[config.mk]
export PLATFORM = sky130hd
export DESIGN_NAME = length_prefixed_packet_deframer
export DESIGN_NICKNAME = d
export VERILOG_FILES = /design/src/hdl/lppd_pkg.sv /design/src/hdl/length_prefixed_packet_deframer.sv /design/src/hdl/lppd_front.sv /design/src/hdl/lppd_queue.sv /design/src/hdl/lppd_back.sv
export VERILOG_INCLUDE_DIRS = /design/src /design/src/hdl
export SDC_FILE = /design/constraint.sdc
export NUM_CORES = 1
export LEC_CHECK = 0
export ABC_CLOCK_PERIOD_IN_PS = 8000
export BUFFER_PORTS_ARGS = -buffer_cell sky130_fd_sc_hd__buf_2
export CAP_MARGIN = 20
export CORE_AREA = 2 2 247 249
export DETAILED_ROUTE_END_ITERATION = 8
export DIE_AREA = 0 0 249 251
export PLACE_DENSITY = 0.54
export SLEW_MARGIN = 40
export SYNTH_ARGS = -nofsm -noshare
export SYNTH_HDL_FRONTEND = slang
export SYNTH_SLANG_ARGS = --single-unit
[constraint.sdc]
create_clock -name clk -period 8 [get_ports clk]
set_input_delay 0 -clock clk [delete_from_list [all_inputs] [get_ports clk]]
set_output_delay 0 -clock clk [all_outputs]
set_load 0.02 [all_outputs]
[src/hdl/assert_macros.svh]
// ----------------------------------------------------------------------------
// assert_macros.svh
// Assertion shorthands used by the RTL. Clock and active-low reset are
// passed in so a macro works in any clock domain.
// ----------------------------------------------------------------------------
`ifndef ASSERT_MACROS_SVH
`define ASSERT_MACROS_SVH

// Whenever ante holds, cons must hold in the same cycle.
`define ASSERT_IMPL(lbl, clk, rst_n, ante, cons, msg) \
	lbl: assert property (@(posedge clk) disable iff (!rst_n) (ante) |-> (cons)) \
		else $error(msg);

// cond must never be seen at a clock edge out of reset.
`define ASSERT_NEVER(lbl, clk, rst_n, cond, msg) \
	lbl: assert property (@(posedge clk) disable iff (!rst_n) !(cond)) \
		else $error(msg);

`endif

[src/hdl/lppd_pkg.sv]
// ----------------------------------------------------------------------------
// lppd_pkg
// Types and constants of the length-prefixed packet deframer.
// ----------------------------------------------------------------------------
`default_nettype none

package lppd_pkg;

	// header layout (byte offsets within the packet)
	localparam logic [31:0] OFS_HLEN    = 32'd4;
	localparam logic [31:0] OFS_VER     = 32'd6;
	localparam logic [31:0] OFS_OP      = 32'd8;
	localparam logic [31:0] OFS_SEQ     = 32'd12;
	localparam logic [31:0] OFS_HDR_END = 32'd15;   // last fixed header byte
	localparam logic [15:0] MIN_HDR_LEN = 16'd16;

	localparam logic [15:0] VER_SKIP = 16'd2;
	localparam logic [15:0] VER_COMP = 16'd3;
	localparam logic [15:0] VER_MAX  = 16'd3;

	// result queue; depth must be a power of two
	localparam int QUEUE_DEPTH = 4;
	localparam int QUEUE_AW    = $clog2(QUEUE_DEPTH);

	typedef enum logic [2:0] {
		PH_HEADER = 3'd0,
		PH_PAD    = 3'd1,
		PH_BODY   = 3'd2,
		PH_SKIP   = 3'd3,
		PH_STOP   = 3'd4
	} phase_t;

	typedef enum logic [2:0] {
		ST_NONE      = 3'd0,
		ST_SKIPPED   = 3'd1,
		ST_ZERO_LEN  = 3'd2,
		ST_BAD_VER   = 3'd3,
		ST_MALFORMED = 3'd4,
		ST_TRUNC     = 3'd5
	} status_t;

	typedef struct packed {
		logic [7:0]  body_byte;
		logic        body_valid;
		logic [31:0] op_code;
		logic        is_compressed;
		logic        body_first;
		logic        body_last;
		status_t     status;
		logic        buffer_end;
	} result_t;

endpackage

`default_nettype wire

[src/hdl/length_prefixed_packet_deframer.sv]
// ----------------------------------------------------------------------------
// length_prefixed_packet_deframer
// Splits a byte stream of length-prefixed packets into body bytes tagged
// with the packet operation, and reports skipped packets and stop causes.
//
//   channel  | handshake            | payload
//   ---------+----------------------+-----------------------------------------
//   in       | in_valid / in_ready  | in_byte, buffer_last
//   out      | out_valid / out_ready| body_byte, body_valid, op_code,
//            |                      | is_compressed, body_first, body_last,
//            |                      | status, buffer_end
//
// One byte per clock while the queue has room; the parser classifies a byte
// in the cycle it is accepted and writes its result into the queue on that
// same edge. From the queue the result passes to the output register, which
// holds it until the output transaction completes. Bytes that make no result
// produce nothing on the output. Reset is asynchronous and needs no
// clearing pass. With out_ready low the four-entry queue and the output
// register absorb five results before in_ready drops.
// ----------------------------------------------------------------------------
`default_nettype none

`include "assert_macros.svh"

module length_prefixed_packet_deframer (
	input  wire logic        clk,
	input  wire logic        arst_n,
	// byte input
	input  wire logic        in_valid,
	output logic             in_ready,
	input  wire logic [7:0]  in_byte,
	input  wire logic        buffer_last,
	// result output
	output logic             out_valid,
	input  wire logic        out_ready,
	output logic [7:0]       body_byte,
	output logic             body_valid,
	output logic [31:0]      op_code,
	output logic             is_compressed,
	output logic             body_first,
	output logic             body_last,
	output logic [2:0]       status,
	output logic             buffer_end
);
	import lppd_pkg::*;

	// parser -> queue
	logic    front_valid;
	result_t front_res;
	logic    q_push_ready;

	// queue -> output stage
	logic    q_pop_valid;
	result_t q_pop_data;
	logic    q_pop_ready;

	result_t out_res;

	// Front: header parsing, length checks, per-byte classification.
	// It runs whenever the queue has room, so a stalled output only backs
	// up the input once the queue fills.
	lppd_front u_front (
		.clk        (clk),
		.arst_n     (arst_n),
		.in_valid   (in_valid),
		.in_byte    (in_byte),
		.buffer_last(buffer_last),
		.q_ready    (q_push_ready),
		.in_ready   (in_ready),
		.res_valid  (front_valid),
		.res        (front_res)
	);

	// Decouples the parser from output backpressure.
	lppd_queue u_queue (
		.clk       (clk),
		.arst_n    (arst_n),
		.push_valid(front_valid),
		.push_data (front_res),
		.push_ready(q_push_ready),
		.pop_valid (q_pop_valid),
		.pop_data  (q_pop_data),
		.pop_ready (q_pop_ready)
	);

	// Back: registered output, refilled in the cycle a transaction completes.
	lppd_back u_back (
		.clk      (clk),
		.arst_n   (arst_n),
		.q_valid  (q_pop_valid),
		.q_data   (q_pop_data),
		.q_ready  (q_pop_ready),
		.out_valid(out_valid),
		.out_ready(out_ready),
		.out_data (out_res)
	);

	assign body_byte     = out_res.body_byte;
	assign body_valid    = out_res.body_valid;
	assign op_code       = out_res.op_code;
	assign is_compressed = out_res.is_compressed;
	assign body_first    = out_res.body_first;
	assign body_last     = out_res.body_last;
	assign status        = out_res.status;
	assign buffer_end    = out_res.buffer_end;

	// body markers and the compressed flag only come with a body byte
	`ASSERT_IMPL(a_marks_need_body, clk, arst_n,
		out_valid && (body_first || body_last || is_compressed), body_valid,
		"body marker without body byte")

	// a body byte never carries a skip or stop status
	`ASSERT_IMPL(a_body_status, clk, arst_n, out_valid && body_valid,
		(status == ST_NONE) || (status == ST_TRUNC),
		"body byte with skip or stop status")

	// without a body byte the data fields read as zero
	`ASSERT_IMPL(a_idle_fields_zero, clk, arst_n, out_valid && !body_valid,
		(body_byte == 8'd0) && (op_code == 32'd0),
		"nonzero data on a result without body byte")

	// truncation is only reported at the end of a buffer
	`ASSERT_IMPL(a_trunc_at_end, clk, arst_n, out_valid && (status == ST_TRUNC),
		buffer_end, "truncation reported before buffer end")

	// a result with nothing to say is never queued
	`ASSERT_NEVER(a_no_empty_result, clk, arst_n,
		front_valid && !front_res.body_valid && (front_res.status == ST_NONE) &&
		!front_res.buffer_end, "empty result pushed to queue")

endmodule

`default_nettype wire

[src/hdl/lppd_front.sv]
// ----------------------------------------------------------------------------
// lppd_front
// Header parser and byte classifier. Takes one byte per cycle while the queue
// has room and builds the result for it, if the byte produces one.
// ----------------------------------------------------------------------------
`default_nettype none

module lppd_front (
	input  wire logic             clk,
	input  wire logic             arst_n,
	input  wire logic             in_valid,
	input  wire logic [7:0]       in_byte,
	input  wire logic             buffer_last,
	input  wire logic             q_ready,
	output logic                  in_ready,
	output logic                  res_valid,
	output lppd_pkg::result_t     res
);
	import lppd_pkg::*;

	phase_t      phase_q, phase_d;
	logic [31:0] pos_q, pos_d;
	logic [31:0] pkt_len_q, pkt_len_d;
	logic [15:0] hdr_len_q, hdr_len_d;
	logic [15:0] ver_q, ver_d;
	logic [31:0] op_q, op_d;

	logic        accept;
	logic [31:0] pos_inc;
	logic        close;
	phase_t      adv_phase;
	logic [31:0] adv_pos;
	logic        chk_zero, chk_ver, chk_mal, hdr_done;

	logic        valid, first, blast, done, emit;
	status_t     st;

	assign in_ready = q_ready;
	assign accept   = in_valid && in_ready;

	// advance past the current byte
	assign pos_inc = pos_q + 32'd1;
	assign close   = (pos_inc == pkt_len_q);
	assign adv_pos = close ? 32'd0 : pos_inc;
	always_comb begin
		if (close) begin
			adv_phase = PH_HEADER;
		end else if (pos_inc < {16'd0, hdr_len_q}) begin
			adv_phase = PH_PAD;
		end else if (ver_q == VER_SKIP) begin
			adv_phase = PH_SKIP;
		end else begin
			adv_phase = PH_BODY;
		end
	end

	// header checks, valid on the last fixed header byte
	assign hdr_done = (pos_q >= OFS_HDR_END);
	assign chk_zero = (pkt_len_q == {16'd0, hdr_len_q}) || (pkt_len_q == 32'd0);
	assign chk_ver  = (ver_q > VER_MAX);
	assign chk_mal  = (hdr_len_q < MIN_HDR_LEN) || ({16'd0, hdr_len_q} > pkt_len_q);

	// next state
	always_comb begin
		phase_d   = phase_q;
		pos_d     = pos_q;
		pkt_len_d = pkt_len_q;
		hdr_len_d = hdr_len_q;
		ver_d     = ver_q;
		op_d      = op_q;
		case (phase_q)
			PH_HEADER: begin
				if (pos_q < OFS_HLEN) begin
					pkt_len_d = {pkt_len_q[23:0], in_byte};
				end else if (pos_q < OFS_VER) begin
					hdr_len_d = {hdr_len_q[7:0], in_byte};
				end else if (pos_q < OFS_OP) begin
					ver_d = {ver_q[7:0], in_byte};
				end else if (pos_q < OFS_SEQ) begin
					op_d = {op_q[23:0], in_byte};
				end
				if (!hdr_done) begin
					pos_d = pos_inc;
				end else if (chk_zero || chk_ver || chk_mal) begin
					phase_d = PH_STOP;
				end else begin
					phase_d = adv_phase;
					pos_d   = adv_pos;
				end
			end
			PH_PAD, PH_SKIP, PH_BODY: begin
				phase_d = adv_phase;
				pos_d   = adv_pos;
			end
			default: begin
				phase_d = PH_STOP;
			end
		endcase
		if (buffer_last) begin
			phase_d = PH_HEADER;
			pos_d   = 32'd0;
		end
	end

	// result for the current byte
	always_comb begin
		valid = 1'b0;
		first = 1'b0;
		blast = 1'b0;
		done  = 1'b0;
		st    = ST_NONE;
		case (phase_q)
			PH_HEADER: begin
				if (hdr_done) begin
					if (chk_zero) begin
						st = ST_ZERO_LEN;
					end else if (chk_ver) begin
						st = ST_BAD_VER;
					end else if (chk_mal) begin
						st = ST_MALFORMED;
					end else begin
						done = close;
						if (ver_q == VER_SKIP) begin
							st = ST_SKIPPED;
						end
					end
				end
			end
			PH_PAD, PH_SKIP: begin
				done = close;
			end
			PH_BODY: begin
				valid = 1'b1;
				first = (pos_q == {16'd0, hdr_len_q});
				done  = close;
				blast = close;
			end
			default: begin
				done = 1'b0;
			end
		endcase
		if (buffer_last && (phase_q != PH_STOP) && !done &&
			!(st inside {ST_ZERO_LEN, ST_BAD_VER, ST_MALFORMED})) begin
			st = ST_TRUNC;
		end
		emit = valid || (st != ST_NONE) || buffer_last;

		res_valid         = accept && emit;
		res.body_byte     = valid ? in_byte : 8'd0;
		res.body_valid    = valid;
		res.op_code       = valid ? op_q : 32'd0;
		res.is_compressed = valid && (ver_q == VER_COMP);
		res.body_first    = first;
		res.body_last     = blast;
		res.status        = st;
		res.buffer_end    = buffer_last;
	end

	always_ff @(posedge clk or negedge arst_n) begin
		if (!arst_n) begin
			phase_q   <= PH_HEADER;
			pos_q     <= 32'd0;
			pkt_len_q <= 32'd0;
			hdr_len_q <= 16'd0;
			ver_q     <= 16'd0;
			op_q      <= 32'd0;
		end else if (accept) begin
			phase_q   <= phase_d;
			pos_q     <= pos_d;
			pkt_len_q <= pkt_len_d;
			hdr_len_q <= hdr_len_d;
			ver_q     <= ver_d;
			op_q      <= op_d;
		end
	end

endmodule

`default_nettype wire

[src/hdl/lppd_queue.sv]
// ----------------------------------------------------------------------------
// lppd_queue
// Short FIFO of results between the parser and the output stage.
// ----------------------------------------------------------------------------
`default_nettype none

module lppd_queue (
	input  wire logic             clk,
	input  wire logic             arst_n,
	input  wire logic             push_valid,
	input  wire lppd_pkg::result_t push_data,
	output logic                  push_ready,
	output logic                  pop_valid,
	output lppd_pkg::result_t     pop_data,
	input  wire logic             pop_ready
);
	import lppd_pkg::*;

	result_t               mem_q [QUEUE_DEPTH];
	logic [QUEUE_AW-1:0]   wr_ptr_q, rd_ptr_q;
	logic [QUEUE_AW:0]     count_q;
	logic                  push, pop;

	assign push_ready = (count_q < (QUEUE_AW+1)'(QUEUE_DEPTH));
	assign pop_valid  = (count_q != '0);
	assign pop_data   = mem_q[rd_ptr_q];
	assign push       = push_valid && push_ready;
	assign pop        = pop_valid && pop_ready;

	always_ff @(posedge clk) begin
		if (push) begin
			mem_q[wr_ptr_q] <= push_data;
		end
	end

	always_ff @(posedge clk or negedge arst_n) begin
		if (!arst_n) begin
			wr_ptr_q <= '0;
			rd_ptr_q <= '0;
			count_q  <= '0;
		end else begin
			if (push) begin
				wr_ptr_q <= wr_ptr_q + QUEUE_AW'(1);
			end
			if (pop) begin
				rd_ptr_q <= rd_ptr_q + QUEUE_AW'(1);
			end
			if (push && !pop) begin
				count_q <= count_q + (QUEUE_AW+1)'(1);
			end else if (pop && !push) begin
				count_q <= count_q - (QUEUE_AW+1)'(1);
			end
		end
	end

endmodule

`default_nettype wire

[src/hdl/lppd_back.sv]
// ----------------------------------------------------------------------------
// lppd_back
// Output stage: holds one result on the output ports until it is taken.
// ----------------------------------------------------------------------------
`default_nettype none

module lppd_back (
	input  wire logic             clk,
	input  wire logic             arst_n,
	input  wire logic             q_valid,
	input  wire lppd_pkg::result_t q_data,
	output logic                  q_ready,
	output logic                  out_valid,
	input  wire logic             out_ready,
	output lppd_pkg::result_t     out_data
);
	import lppd_pkg::*;

	logic    out_valid_q;
	result_t out_data_q;
	logic    load;

	assign q_ready   = !out_valid_q || out_ready;
	assign load      = q_valid && q_ready;
	assign out_valid = out_valid_q;
	assign out_data  = out_data_q;

	always_ff @(posedge clk or negedge arst_n) begin
		if (!arst_n) begin
			out_valid_q <= 1'b0;
		end else if (q_ready) begin
			out_valid_q <= q_valid;
		end
	end

	always_ff @(posedge clk) begin
		if (load) begin
			out_data_q <= q_data;
		end
	end

endmodule

`default_nettype wire

* Word level (Yosys, flattened, before mapping)
Memories as Yosys holds them, arrays and structs flattened. A register that Yosys moved wholly into a read port is not among the register bits.
Index checks and enable logic that the tools add are counted.
** Word-level totals
- Register bits :: 139
- RAM bits :: 192
- Memories kept :: 1
** Cells by class
- $add $sub $neg :: 5
- $lt $le $gt $ge :: 10
- Equality and inequality tests :: 14
- Muxes and demuxes :: 33
- Bitwise gates (word level) :: 3
- Reductions and logical operators :: 36
** Memories
- u_queue.mem_q :: depth 4, bits a word 48, rd ports 1, clocked after Yosys merged registers in 1, write ports 1, RTL line lppd_queue.sv:19 : result_t mem_q [QUEUE_DEPTH];
** Operator list (count)
- 32-bit two-way mux :: 5
- 32-bit by 16-bit equality test with 1-bit output :: 2
- 32-bit by 3-bit < comparator with 1-bit output, second input constant :: 2
- 32-bit by 4-bit < comparator with 1-bit output, second input constant :: 2
- 32-bit case mux with 2 select lines :: 1
- 3-bit two-way mux :: 13
- 32-bit by 1-bit adder with 32-bit output, second input constant :: 1
- 16-bit by 2-bit equality test with 1-bit output, second input constant :: 2
- 32-bit equality test :: 1
- 32-bit by 4-bit >= comparator with 1-bit output, second input constant :: 1
- 16-bit by 32-bit > comparator with 1-bit output :: 1
- 32-bit zero test :: 1
- 32-bit by 16-bit < comparator with 1-bit output :: 1
- 16-bit by 2-bit > comparator with 1-bit output, second input constant :: 1
- 16-bit by 5-bit < comparator with 1-bit output, second input constant :: 1
- 3-bit by 2-bit equality test with 1-bit output, second input constant :: 4
- 3-bit nonzero test :: 4
- 1-bit two-way mux :: 11
- 1-bit logical AND :: 10
- 8-bit two-way mux :: 1
- 1-bit logical OR :: 7
- 3-bit case mux with 2 select lines :: 1
- 3-bit AND reduction :: 2
- 6-bit AND reduction :: 1
- 18 further kinds :: 25

* Longest topological paths before layout
Gate-level depths: netlist of the first run.
- Depth after elaboration :: 21
- Gate-level depth with buffers :: 16
- Depth with buffers taken out :: 15

* Hierarchy
From an unflattened synthesis of the first run, not the netlist that was laid out.
** Unflattened totals
- Cell total of the unflattened synthesis :: 1288
- Area, all modules :: 17899.7 um^2
** Modules (own cells, without submodules)
- lppd_front :: times used 1, cells an instance 949, area an instance 9019.9 um^2
- lppd_queue :: times used 1, cells an instance 287, area an instance 7384.6 um^2
- lppd_back :: times used 1, cells an instance 52, area an instance 1495.2 um^2

* Worst setup path after synthesis of the first run
No wires, ideal clock.
- Path type :: reg-to-reg
- Start point :: reg u_queue.count_q[0]
- End point :: reg u_queue.count_q[1]
- Library setup time :: 0.125 ns
- Arrival time :: 4.120 ns
- Required time :: 7.875 ns
- Setup slack :: 3.756 ns
- Cell stages (with the launch flop) :: 8
- Buffers on the path :: 0
- Clock period less this slack :: 4.244 ns
- Cells stage by stage :: dfrtp_1 nor3_1 a21oi_1 inv_1 ha_1 inv_1 fa_1 mux2_2
** RTL lines
- from (decl) :: RTL line lppd_queue.sv:21 : logic [QUEUE_AW:0] count_q;
- from (signal assigned) :: RTL line lppd_queue.sv:49 : count_q <= count_q + (QUEUE_AW+1)'(1);
- from (signal assigned) :: RTL line lppd_queue.sv:51 : count_q <= count_q - (QUEUE_AW+1)'(1);
- 3-bit nonzero test (*) :: RTL line lppd_queue.sv:25 : assign pop_valid = (count_q != '0);
- 1-bit logical AND (*)
- named net u_back.load :: RTL line lppd_back.sv:21 : logic load;
- 1-bit zero test :: RTL line lppd_queue.sv:48 : if (push && !pop) begin
- 1-bit logical AND :: RTL line lppd_queue.sv:48
- 3-bit two-way mux / 2-bit nonzero test (equally long branches)
Mark *: on every way through the listed nets, which the timed path passes. The rest lies on a longest branch. The select of a mux whose other input is x is not followed.
A chain may end at the register's enable or synchronous reset.

* Worst setup path after layout of the first run
- Start point :: reg u_front.pos_q[1]
- End point :: reg u_front.pos_q[2]
** On the way
- Word-level cells in the longest chain between the ends :: 7
** Ends and longest elaborated chain
- from (decl) :: RTL line lppd_front.sv:22 : logic [31:0] pos_q, pos_d;
- from (signal assigned) :: RTL line lppd_front.sv:169 : pos_q <= pos_d;
- 32-bit by 1-bit adder with 32-bit output :: RTL line lppd_front.sv:42 : assign pos_inc = pos_q + 32'd1;
- 32-bit equality test :: RTL line lppd_front.sv:43 : assign close = (pos_inc == pkt_len_q);
- 32-bit two-way mux :: RTL line lppd_front.sv:44 : assign adv_pos = close ? 32'd0 : pos_inc;
- 32-bit two-way mux :: RTL line lppd_front.sv:84 : end else if (chk_zero || chk_ver || chk_mal) begin
- 32-bit two-way mux :: RTL line lppd_front.sv:82 : if (!hdr_done) begin
- 32-bit case mux with 2 select lines :: RTL line lppd_front.sv:71 : case (phase_q)
- 32-bit two-way mux :: RTL line lppd_front.sv:99 : if (buffer_last) begin
Several ways; a longest one is shown, not always the timed one. The select of a mux whose other input is x is not followed.

==> metrics.json, run 1 <==
{
  "layout": {
    "final_core_utilization_pct": 34.3,
    "fraction_of_layout_instances_using_a_drive_strength_above_1_pct": 20.8,
    "regArea_sq_mm": 0.0107,
    "fillers": 5867,
    "area_growth_pct": 15.6,
    "stdcell_area_sq_mm": 0.0205,
    "multiInputGateArea_sq_mm": 0.00653,
    "layout.nets": 1444,
    "diodes": 0
  },
  "floorplan": {
    "fp.dieArea_sq_mm": 0.0625,
    "std_cell_rows": 90,
    "top_level_ports": 63,
    "core_area_sq_mm": 0.0598,
    "chipWidth_microns": 249,
    "initial_utilization_pct": 29.6,
    "die-height_microns": 251
  },
  "sta": {
    "setup_tns_after_final_layout_ps": 0,
    "worst_slew_pin_slew_ps": 915,
    "setup_ws_ps": 3000,
    "slew_headroom_pct": 37.4,
    "clock_skew_ps": 20.7,
    "rsz_0062_raised_after_global_routing": "false",
    "finalHoldViolCount": 0,
    "post-route-min-period_ps": 5000,
    "timing.final.max_slew_violations": 0,
    "final.period_utilization_pct": 62.5,
    "hold-worst-slack_ps": 44.9,
    "setup_viol": 0,
    "fmax_mhz": 200
  },
  "clock_network": {
    "cts.sink_count": 379,
    "cts-root-buf": "sky130_fd_sc_hd__clkbuf_16",
    "cts_setup_buffers": 0,
    "cts_buffer_depth": 3,
    "cts_tree": "yes",
    "cts_made_buffers": 43,
    "worst_skew_pair.late_latency_ps": 570,
    "clock_tree.htree_level_count": 2,
    "cts.reportedPaths.clkPinSlew_ps": 60
  },
  "power_and_ir_drop": {
    "p_per_area_mw_per_mm2": 293,
    "ir_drop_worst_vdd_uv": 123,
    "power.static_leakage_uw": 0.00779
  },
  "global_route": {
    "first_global_vias": 11400,
    "grt_max_degree": 84,
    "global_route.peak_usage_layer": "met2",
    "gr-usage-met1_pct": 20.4,
    "grt_remaining_overflow": 0,
    "met2_usage_pct": 26.0,
    "gr-usage-met3_pct": 2.57,
    "grt_pass1_wl_microns": 73500,
    "grt_usage_pct": 15.4,
    "antenna_found_initial": 0
  },
  "placed_design": {
    "place.detailed.hpwl_microns": 32500,
    "globalplace.congestion": 0.930,
    "port_buffers": 62,
    "placement.cell_area_sq_mm": 0.0189,
    "dp_worst_setup_slack_ps": 3110
  },
  "setup_path": {
    "timing.critical_path.cells": "ha_1, inv_1, or4_1, o31ai_1, o2111ai_1, a2111o_1, nor3_1, nand4_1, o211ai_2, buf_4, o311ai_0",
    "critPathKind": "reg2reg",
    "endpoint_kind": "register",
    "startpoint_type": "register",
    "worst-path-max-fanout": 17,
    "reg2reg_to": "u_front.pos_q[2]",
    "rr_startpoint": "u_front.pos_q[1]",
    "crit_slowest_cell": "sky130_fd_sc_hd__or4_1",
    "worstPathBufferInverterCount": 2,
    "crit_arrival_ps": 5390,
    "slowest_delay_ps": 860,
    "setup.reg_to_reg.worst_slack_ps": 3000,
    "critical_path_required_ps": 8390,
    "ff2ff_path_depth": 11,
    "path_delay_family": "compound AO/OA/AOI/OAI gates"
  },
  "route": {
    "drt-vias-per-instance": 5.17,
    "drt_pass1_iterations": 5,
    "detail_route.wirelength_microns": 48000,
    "detailedRoute.firstIterationViolations": 894,
    "vias": 11400,
    "wl_per_cell_microns": 21.7,
    "ant_nets": 0,
    "route.detailed.drc": 0
  },
  "synthesis": {
    "synth-seq-cells": 379,
    "yosys.area.top_type": "sky130_fd_sc_hd__edfxtp_1",
    "synth_area_leaders": "sky130_fd_sc_hd__edfxtp_1 41%, sky130_fd_sc_hd__dfrtp_1 20%, sky130_fd_sc_hd__mux4_2 6.1%, sky130_fd_sc_hd__mux2_2 4.1%, sky130_fd_sc_hd__ha_1 2.7%",
    "synth_top_area_share_pct": 40.7,
    "post_synth_num_cell_types": 75,
    "seq_area_frac_synth_pct": 60.3,
    "synth-async-reset-ratio_pct": 36.7,
    "yosys_warn_count": 0,
    "syn-num-nets": 1386,
    "synth_top_flop_cell": "sky130_fd_sc_hd__edfxtp_1",
    "netlist_instances": 1334,
    "postSynthAreaPerCell_sq_um": 13.3,
    "synth_enable_flop_cells": 240,
    "post_synth_instance_area_sq_mm": 0.0177
  },
  "outcome": {
    "outcome": "complete, no violations"
  },
  "job": {
    "max_cap_viols": 0
  },
  "worst_hold_path": {
    "hold_class": "in2async"
  }
}
## worst max path at each step
stage | start | to | slack, ps | depth (start not counted)
finish | u_front.pos_q[1] | u_front.pos_q[2] | 3000 | 11
global route | u_front.pos_q[1] | u_front.pos_q[2] | 2530 | 10
CTS | u_front.pos_q[1] | u_front.pos_q[2] | 3080 | 11
global placement | u_front.pos_q[1] | u_front.pos_q[4] | 3100 | 10
detailed placement | u_front.pos_q[1] | u_front.pos_q[10] | 3110 | 11
floorplan | u_queue.count_q[0] | u_queue.count_q[1] | 3760 | 7
## area by class of cell
cell class | count | share of cell area (%)
clock inverter | 18 | 0.861
multi-input combinational | 811 | 31.9
sequential | 379 | 52.2
clock buffer | 61 | 6.17
inverter | 65 | 1.19
timing repair buffer | 92 | 2.95
tap | 782 | 4.78
## logic make-up (layout without fill, tap and decap cells)
kind of cell	after synthesis	in the layout	synth area share, %
and+or+nand+nor	403	403	12.3
DFF	379	379	60.3
AOI/OAI and AO/OA	186	186	7.22
buffers and inverters	144	236	3.27
muxes	114	114	10.3
xor gates and xnor gates	68	68	3.75
adders and majority gates	40	40	2.85
## state kept, by name, summed over array words and instances, names as in the netlist, 16 cells and up
register / cells
u_front.pkt_len_q: 32
u_front.hdr_len_q: 16
u_back.out_data: 48
u_front.ver_q: 16
u_queue.mem_q: 192
u_front.op_q: 32
u_front.pos_q: 32
## cells in the mapped netlist (5+ instances only)
library cell                instances
sky130_fd_sc_hd__nor2_1            40
sky130_fd_sc_hd__nand2b_1           5
sky130_fd_sc_hd__o22ai_1           10
sky130_fd_sc_hd__nand4_1           49
sky130_fd_sc_hd__buf_2             13
sky130_fd_sc_hd__nor3b_1            8
sky130_fd_sc_hd__a2111oi_0          6
sky130_fd_sc_hd__a31oi_1            9
sky130_fd_sc_hd__or3_1              5
sky130_fd_sc_hd__a21oi_1           23
sky130_fd_sc_hd__a21oi_2            5
sky130_fd_sc_hd__or4_1             11
sky130_fd_sc_hd__o211ai_1           5
sky130_fd_sc_hd__xnor3_1            5
sky130_fd_sc_hd__o21ai_0           52
sky130_fd_sc_hd__ha_1              38
sky130_fd_sc_hd__buf_1             10
sky130_fd_sc_hd__and3_1            13
sky130_fd_sc_hd__nand3_1           47
sky130_fd_sc_hd__nor4_1            34
sky130_fd_sc_hd__clkbuf_1          52
sky130_fd_sc_hd__xor2_1            13
sky130_fd_sc_hd__nand2_1           95
sky130_fd_sc_hd__and2_1            49
sky130_fd_sc_hd__inv_1             65
sky130_fd_sc_hd__xnor2_1           50
sky130_fd_sc_hd__o221ai_1           9
sky130_fd_sc_hd__o2111ai_1          5
sky130_fd_sc_hd__o311ai_1           7
sky130_fd_sc_hd__edfxtp_1         240
sky130_fd_sc_hd__dfrtp_1          139
sky130_fd_sc_hd__o31ai_1            8
sky130_fd_sc_hd__nor3_1            24
sky130_fd_sc_hd__nor2b_1            5
sky130_fd_sc_hd__a211oi_1           5
sky130_fd_sc_hd__and4_1             5
sky130_fd_sc_hd__a21o_1             6
sky130_fd_sc_hd__mux2_2            65
sky130_fd_sc_hd__mux4_2            48
## metrics by stage
stage	power, uW	std cells
floorplan	3580	1334
global placement	4040	2115
detailed placement	4090	2117
CTS	6100	2208
global route	6300	2208
finish	6010	2208
## report_power, final
group	leakage [uW]	internal, uW	switching (uW)
clock	0.000709	1170	814
sequential	0.00399	2430	193
combinational	0.00309	562	839
total	0.00779	4160	1850
## placed cells by master (no fill, tap or decap), types with 13 or more instances in the layout
master                      count
sky130_fd_sc_hd__a21oi_1       22
sky130_fd_sc_hd__and2_1        45
sky130_fd_sc_hd__and3_1        13
sky130_fd_sc_hd__buf_2         61
sky130_fd_sc_hd__buf_4         15
sky130_fd_sc_hd__clkbuf_16     43
sky130_fd_sc_hd__dfrtp_1      137
sky130_fd_sc_hd__edfxtp_1     240
sky130_fd_sc_hd__ha_1          38
sky130_fd_sc_hd__inv_1         65
sky130_fd_sc_hd__mux2_2        65
sky130_fd_sc_hd__mux4_2        48
sky130_fd_sc_hd__nand2_1       95
sky130_fd_sc_hd__nand3_1       47
sky130_fd_sc_hd__nand4_1       49
sky130_fd_sc_hd__nor2_1        39
sky130_fd_sc_hd__nor3_1        21
sky130_fd_sc_hd__nor4_1        32
sky130_fd_sc_hd__o21ai_0       52
sky130_fd_sc_hd__xnor2_1       50
sky130_fd_sc_hd__xor2_1        13
## per-layer routing
metal / vias up / part of all wire (%)
met5: - / 0
met4: 0 / 2.7
met3: 90 / 5.5
met2: 340 / 48
met1: 5776 / 43
li1: 5200 / -
## repair_timing
| action | CTS | global route |
|---|---|---|
| endpoints found under the hold margin | 154 | 0 |
| resized for setup | 0 | 0 |
| hold buffers | 12 | 0 |
(Power assumes the default switching activity.)
==> run 2: changes to the inputs <==
--- a/config.mk
+++ b/config.mk
@@ -6,12 +6,13 @@
 export SDC_FILE = /design/constraint.sdc
 export NUM_CORES = 1
 export LEC_CHECK = 0
-export ABC_CLOCK_PERIOD_IN_PS = 8000
+export ABC_AREA = 1
+export ABC_CLOCK_PERIOD_IN_PS = 4700
 export BUFFER_PORTS_ARGS = -buffer_cell sky130_fd_sc_hd__buf_2
 export CAP_MARGIN = 20
-export CORE_AREA = 2 2 247 249
+export CORE_AREA = 2 2 246 248
 export DETAILED_ROUTE_END_ITERATION = 8
-export DIE_AREA = 0 0 249 251
+export DIE_AREA = 0 0 248 250
 export PLACE_DENSITY = 0.54
 export SLEW_MARGIN = 40
 export SYNTH_ARGS = -nofsm -noshare
==> constraint.sdc (replaced) <==
create_clock -name clk -period 4.7 [get_ports clk]
set_input_delay 0 -clock clk [delete_from_list [all_inputs] [get_ports clk]]
set_output_delay 0 -clock clk [all_outputs]
set_load 0.02 [all_outputs]
==> run 2 against run 1 <==
  * Cell area is essentially flat
  * Largest power group is now combinational cells
  * Setup slack lost 2400 ps
  * Synthesized cell count up 38%
  * Critical endpoint is now u_queue.count_q[1]
  * Critical path depth rose by 9
  * Sequential share of layout area hardly changed
  * Die area is 0.80% lower
  * Critical path type unchanged
  * Non-clock buffer count is 6 higher
  * Worst hold slack improved by 220 ps
  * Largest cell class unchanged
==> metrics.json, run 2 <==
{
  "outcome": {
    "outcome": "complete, no violations"
  },
  "setup_path": {
    "worst-path-max-fanout": 10,
    "startpoint_type": "register",
    "setup.reg_to_reg.worst_slack_ps": 610,
    "ff2ff_path_depth": 20,
    "rr_startpoint": "u_front.pos_q[1]",
    "crit_slowest_cell": "sky130_fd_sc_hd__dfrtp_1",
    "timing.critical_path.cells": "ha_1, inv_1, nor2_8, nand3_2, o21ai_1, nand2_1, nand2_1, nand3_1, nor2_1, nand2_1, nor2_1, nand4_1, nand2_2, nand3_4, nand2_4, inv_1, ha_1, inv_1, fa_1, mux2_2",
    "critical_path_required_ps": 5140,
    "slowest_delay_ps": 480,
    "reg2reg_to": "u_queue.count_q[1]",
    "endpoint_kind": "register",
    "crit_arrival_ps": 4540,
    "critPathKind": "reg2reg"
  },
  "synthesis": {
    "synth-seq-cells": 379,
    "post_synth_num_cell_types": 41,
    "netlist_instances": 1836,
    "yosys_warn_count": 0,
    "postSynthAreaPerCell_sq_um": 9.62,
    "synthMostInstantiatedCell": "sky130_fd_sc_hd__nand2_1",
    "post_synth_instance_area_sq_mm": 0.0177,
    "synth_area_leaders": "sky130_fd_sc_hd__edfxtp_1 41%, sky130_fd_sc_hd__dfrtp_1 20%, sky130_fd_sc_hd__nand2_1 7.3%, sky130_fd_sc_hd__nor2_1 5.7%, sky130_fd_sc_hd__o21ai_0 5.6%",
    "yosys.area.top_type": "sky130_fd_sc_hd__edfxtp_1",
    "synth_top_flop_cell": "sky130_fd_sc_hd__edfxtp_1",
    "synth_enable_flop_cells": 240,
    "yosys-top-cells-count": "343 x sky130_fd_sc_hd__nand2_1, 266 x sky130_fd_sc_hd__nor2_1, 240 x sky130_fd_sc_hd__edfxtp_1",
    "synth_top_area_share_pct": 40.8,
    "synth-async-reset-ratio_pct": 36.7,
    "syn-num-nets": 1888,
    "seq_area_frac_synth_pct": 60.5
  },
  "route": {
    "vias": 13400,
    "route.detailed.drc": 0,
    "detail_route.wirelength_microns": 51400,
    "drt-vias-per-instance": 4.94,
    "ant_nets": 0,
    "drt_pass1_iterations": 5,
    "detailedRoute.firstIterationViolations": 1208,
    "wl_per_cell_microns": 18.9
  },
  "layout": {
    "fraction_of_layout_instances_using_a_drive_strength_above_1_pct": 10.5,
    "fillers": 6030,
    "largest_register_ff_count": 192,
    "area_growth_pct": 16.0,
    "layout.nets": 1962,
    "most-common-layout-cells": "343 x sky130_fd_sc_hd__nand2_1, 262 x sky130_fd_sc_hd__nor2_1, 240 x sky130_fd_sc_hd__edfxtp_1",
    "regMostFlops": "u_queue.mem_q",
    "most_frequent_standard_cell_in_the_layout_excluding_fill_and_tap_cells": "sky130_fd_sc_hd__nand2_1",
    "stdcell_area_sq_mm": 0.0205,
    "diodes": 0
  },
  "placed_design": {
    "placement.cell_area_sq_mm": 0.0189,
    "port_buffers": 62,
    "dp_worst_setup_slack_ps": 731,
    "place.detailed.hpwl_microns": 35200,
    "globalplace.congestion": 0.957
  },
  "global_route": {
    "grt_max_degree": 98,
    "grt_remaining_overflow": 0,
    "grt_usage_pct": 16.7,
    "grt_pass1_wl_microns": 79100,
    "antenna_found_initial": 1,
    "first_global_vias": 13100
  },
  "worst_hold_path": {
    "worst_hold_path.endpoint": "u_back.out_valid",
    "timing.hold.worst_path_depth": 5,
    "hold_path.startpoint": "out_ready",
    "hold_class": "in2reg"
  },
  "clock_network": {
    "clock_tree.htree_level_count": 2,
    "cts-root-buf": "sky130_fd_sc_hd__clkbuf_16",
    "cts_tree": "yes",
    "cts.sink_count": 379,
    "cts_made_buffers": 42,
    "cts_buffer_depth": 3,
    "cts.reportedPaths.clkPinSlew_ps": 60,
    "worst_skew_pair.late_latency_ps": 580
  },
  "sta": {
    "fmax_mhz": 244,
    "finalHoldViolCount": 0,
    "clock_skew_ps": 29.7,
    "worst_slew_pin_slew_ps": 758,
    "setup_tns_after_final_layout_ps": 0,
    "setup_viol": 0,
    "slew_headroom_pct": 49.0,
    "timing.final.max_slew_violations": 0,
    "post-route-min-period_ps": 4090,
    "rsz_0062_raised_after_global_routing": "false",
    "final.period_utilization_pct": 87.1,
    "setup_ws_ps": 606
  },
  "floorplan": {
    "chipWidth_microns": 248,
    "top_level_ports": 63,
    "core_area_sq_mm": 0.0596,
    "initial_utilization_pct": 29.6,
    "std_cell_rows": 90,
    "die-height_microns": 250,
    "fp.dieArea_sq_mm": 0.0620
  },
  "power_and_ir_drop": {
    "power.static_leakage_uw": 0.00851,
    "clockPowerShare_pct": 24.0,
    "p_per_area_mw_per_mm2": 672,
    "seq_power_share_pct": 37.0,
    "p_comb_share_pct": 39.0,
    "switch_share_pct": 41.2,
    "p_int_uw": 8090,
    "ir_drop_worst_vdd_uv": 329,
    "sw_power_uw": 5680
  },
  "job": {
    "max_cap_viols": 0
  }
}
==> run 2: changes by cell type after synthesis, sizes merged, moves of 49 or more <==
cell | before | now
nand2 | 95 | 357
nor2 | 40 | 275
o21ai | 53 | 217
inv | 65 | 193
mux2 | 65 | 1
nand3 | 47 | 98
o22ai | 10 | 59
==> run 2: power by group through the flow <==
stage                     logic, uW  registers, uW  clock network [uW]
after floorplan                3280           5300                   0
after global placement         5310           5140                   0
after detailed placement       5360           5160                   0
after CTS                      5390           5100                3400
after global routing           6000           5190                3540
final                          5370           5100                3310
==> run 2: final cells by class <==
type | count | area (sq um) | area share, %
Inverter | 199 | 748 | 3.65
Tap cell | 782 | 978 | 4.78
Timing Repair Buffer | 98 | 693 | 3.38
Sequential cell | 379 | 10700 | 52.2
Clock inverter | 19 | 226 | 1.11
Multi-Input combinational cell | 1190 | 5980 | 29.2
Clock buffer | 54 | 1170 | 5.71
==> run 2: stage by stage <==
step	hold slack, ps	power, uW	cells	utilization, %
2_1_floorplan	-296	8570	1836	-
3_3_place_gp	-26.7	10500	2634	31.8
3_5_place_dp	-17.5	10500	2634	31.8
4_1_cts	266	13900	2721	34.4
5_1_grt	302	14700	2721	34.4
6_report	261	13800	2721	34.4
==> run 2: cells by family (layout without fill, tap and decap cells) <==
kind of cell / Yosys count / count (layout) / share of synthesized area, %
XOR/XNOR: 5 / 5 / 0.248
adder cells (fa/ha/maj): 39 / 39 / 2.81
AO/OA/AOI/OAI: 316 / 316 / 9.53
AND/OR/NAND/NOR: 822 / 822 / 20.6
buffers and inverters: 267 / 370 / 5.86
multiplexers: 8 / 8 / 0.461
flip-flops: 379 / 379 / 60.5
==> run 2: worst max path at each step <==
stage | start | to | slack (ps) | depth (start not counted)
after CTS | u_front.pos_q[1] | u_queue.count_q[1] | 690 | 20
after floorplan | u_front.pkt_len_q[15] | u_queue.mem_q[0][0] | 200 | 16
final | u_front.pos_q[1] | u_queue.count_q[1] | 610 | 20
after detailed placement | u_front.pos_q[1] | u_queue.count_q[1] | 730 | 20
after global placement | u_front.pos_q[1] | u_queue.count_q[1] | 720 | 20
after global routing | u_front.pos_q[0] | u_queue.count_q[1] | 320 | 20
==> run 2: worst max-delay path, delay by kind of cell (launching register included) <==
family | cells | cell delay [ps]
AO/OA/AOI/OAI | 1 | 280
flip-flops | 1 | 480
AND/OR/NAND/NOR | 12 | 1720
buffers and inverters | 3 | 310
multiplexers | 1 | 260
adder cells (fa/ha/maj) | 3 | 880
==> run 2: layer usage <==
| metal | part of all wire, % | track usage (%) | wire (microns) |
|---|---|---|---|
| met1 | 44 | 22.4 | 22800 |
| met3 | 5.0 | 2.37 | 2590 |
| met4 | 2.5 | 4.98 | 1270 |
| met5 | 0.021 | 0 | 11 |
| met2 | 48 | 27.7 | 24700 |
==> run 2: timing repair <==
action | 4_1_cts | 5_1_grt
hold endpoints to repair | 121 | 0
setup buffers | 0 | 0
gates resized for setup | 0 | 0
hold buffers | 14 | 0
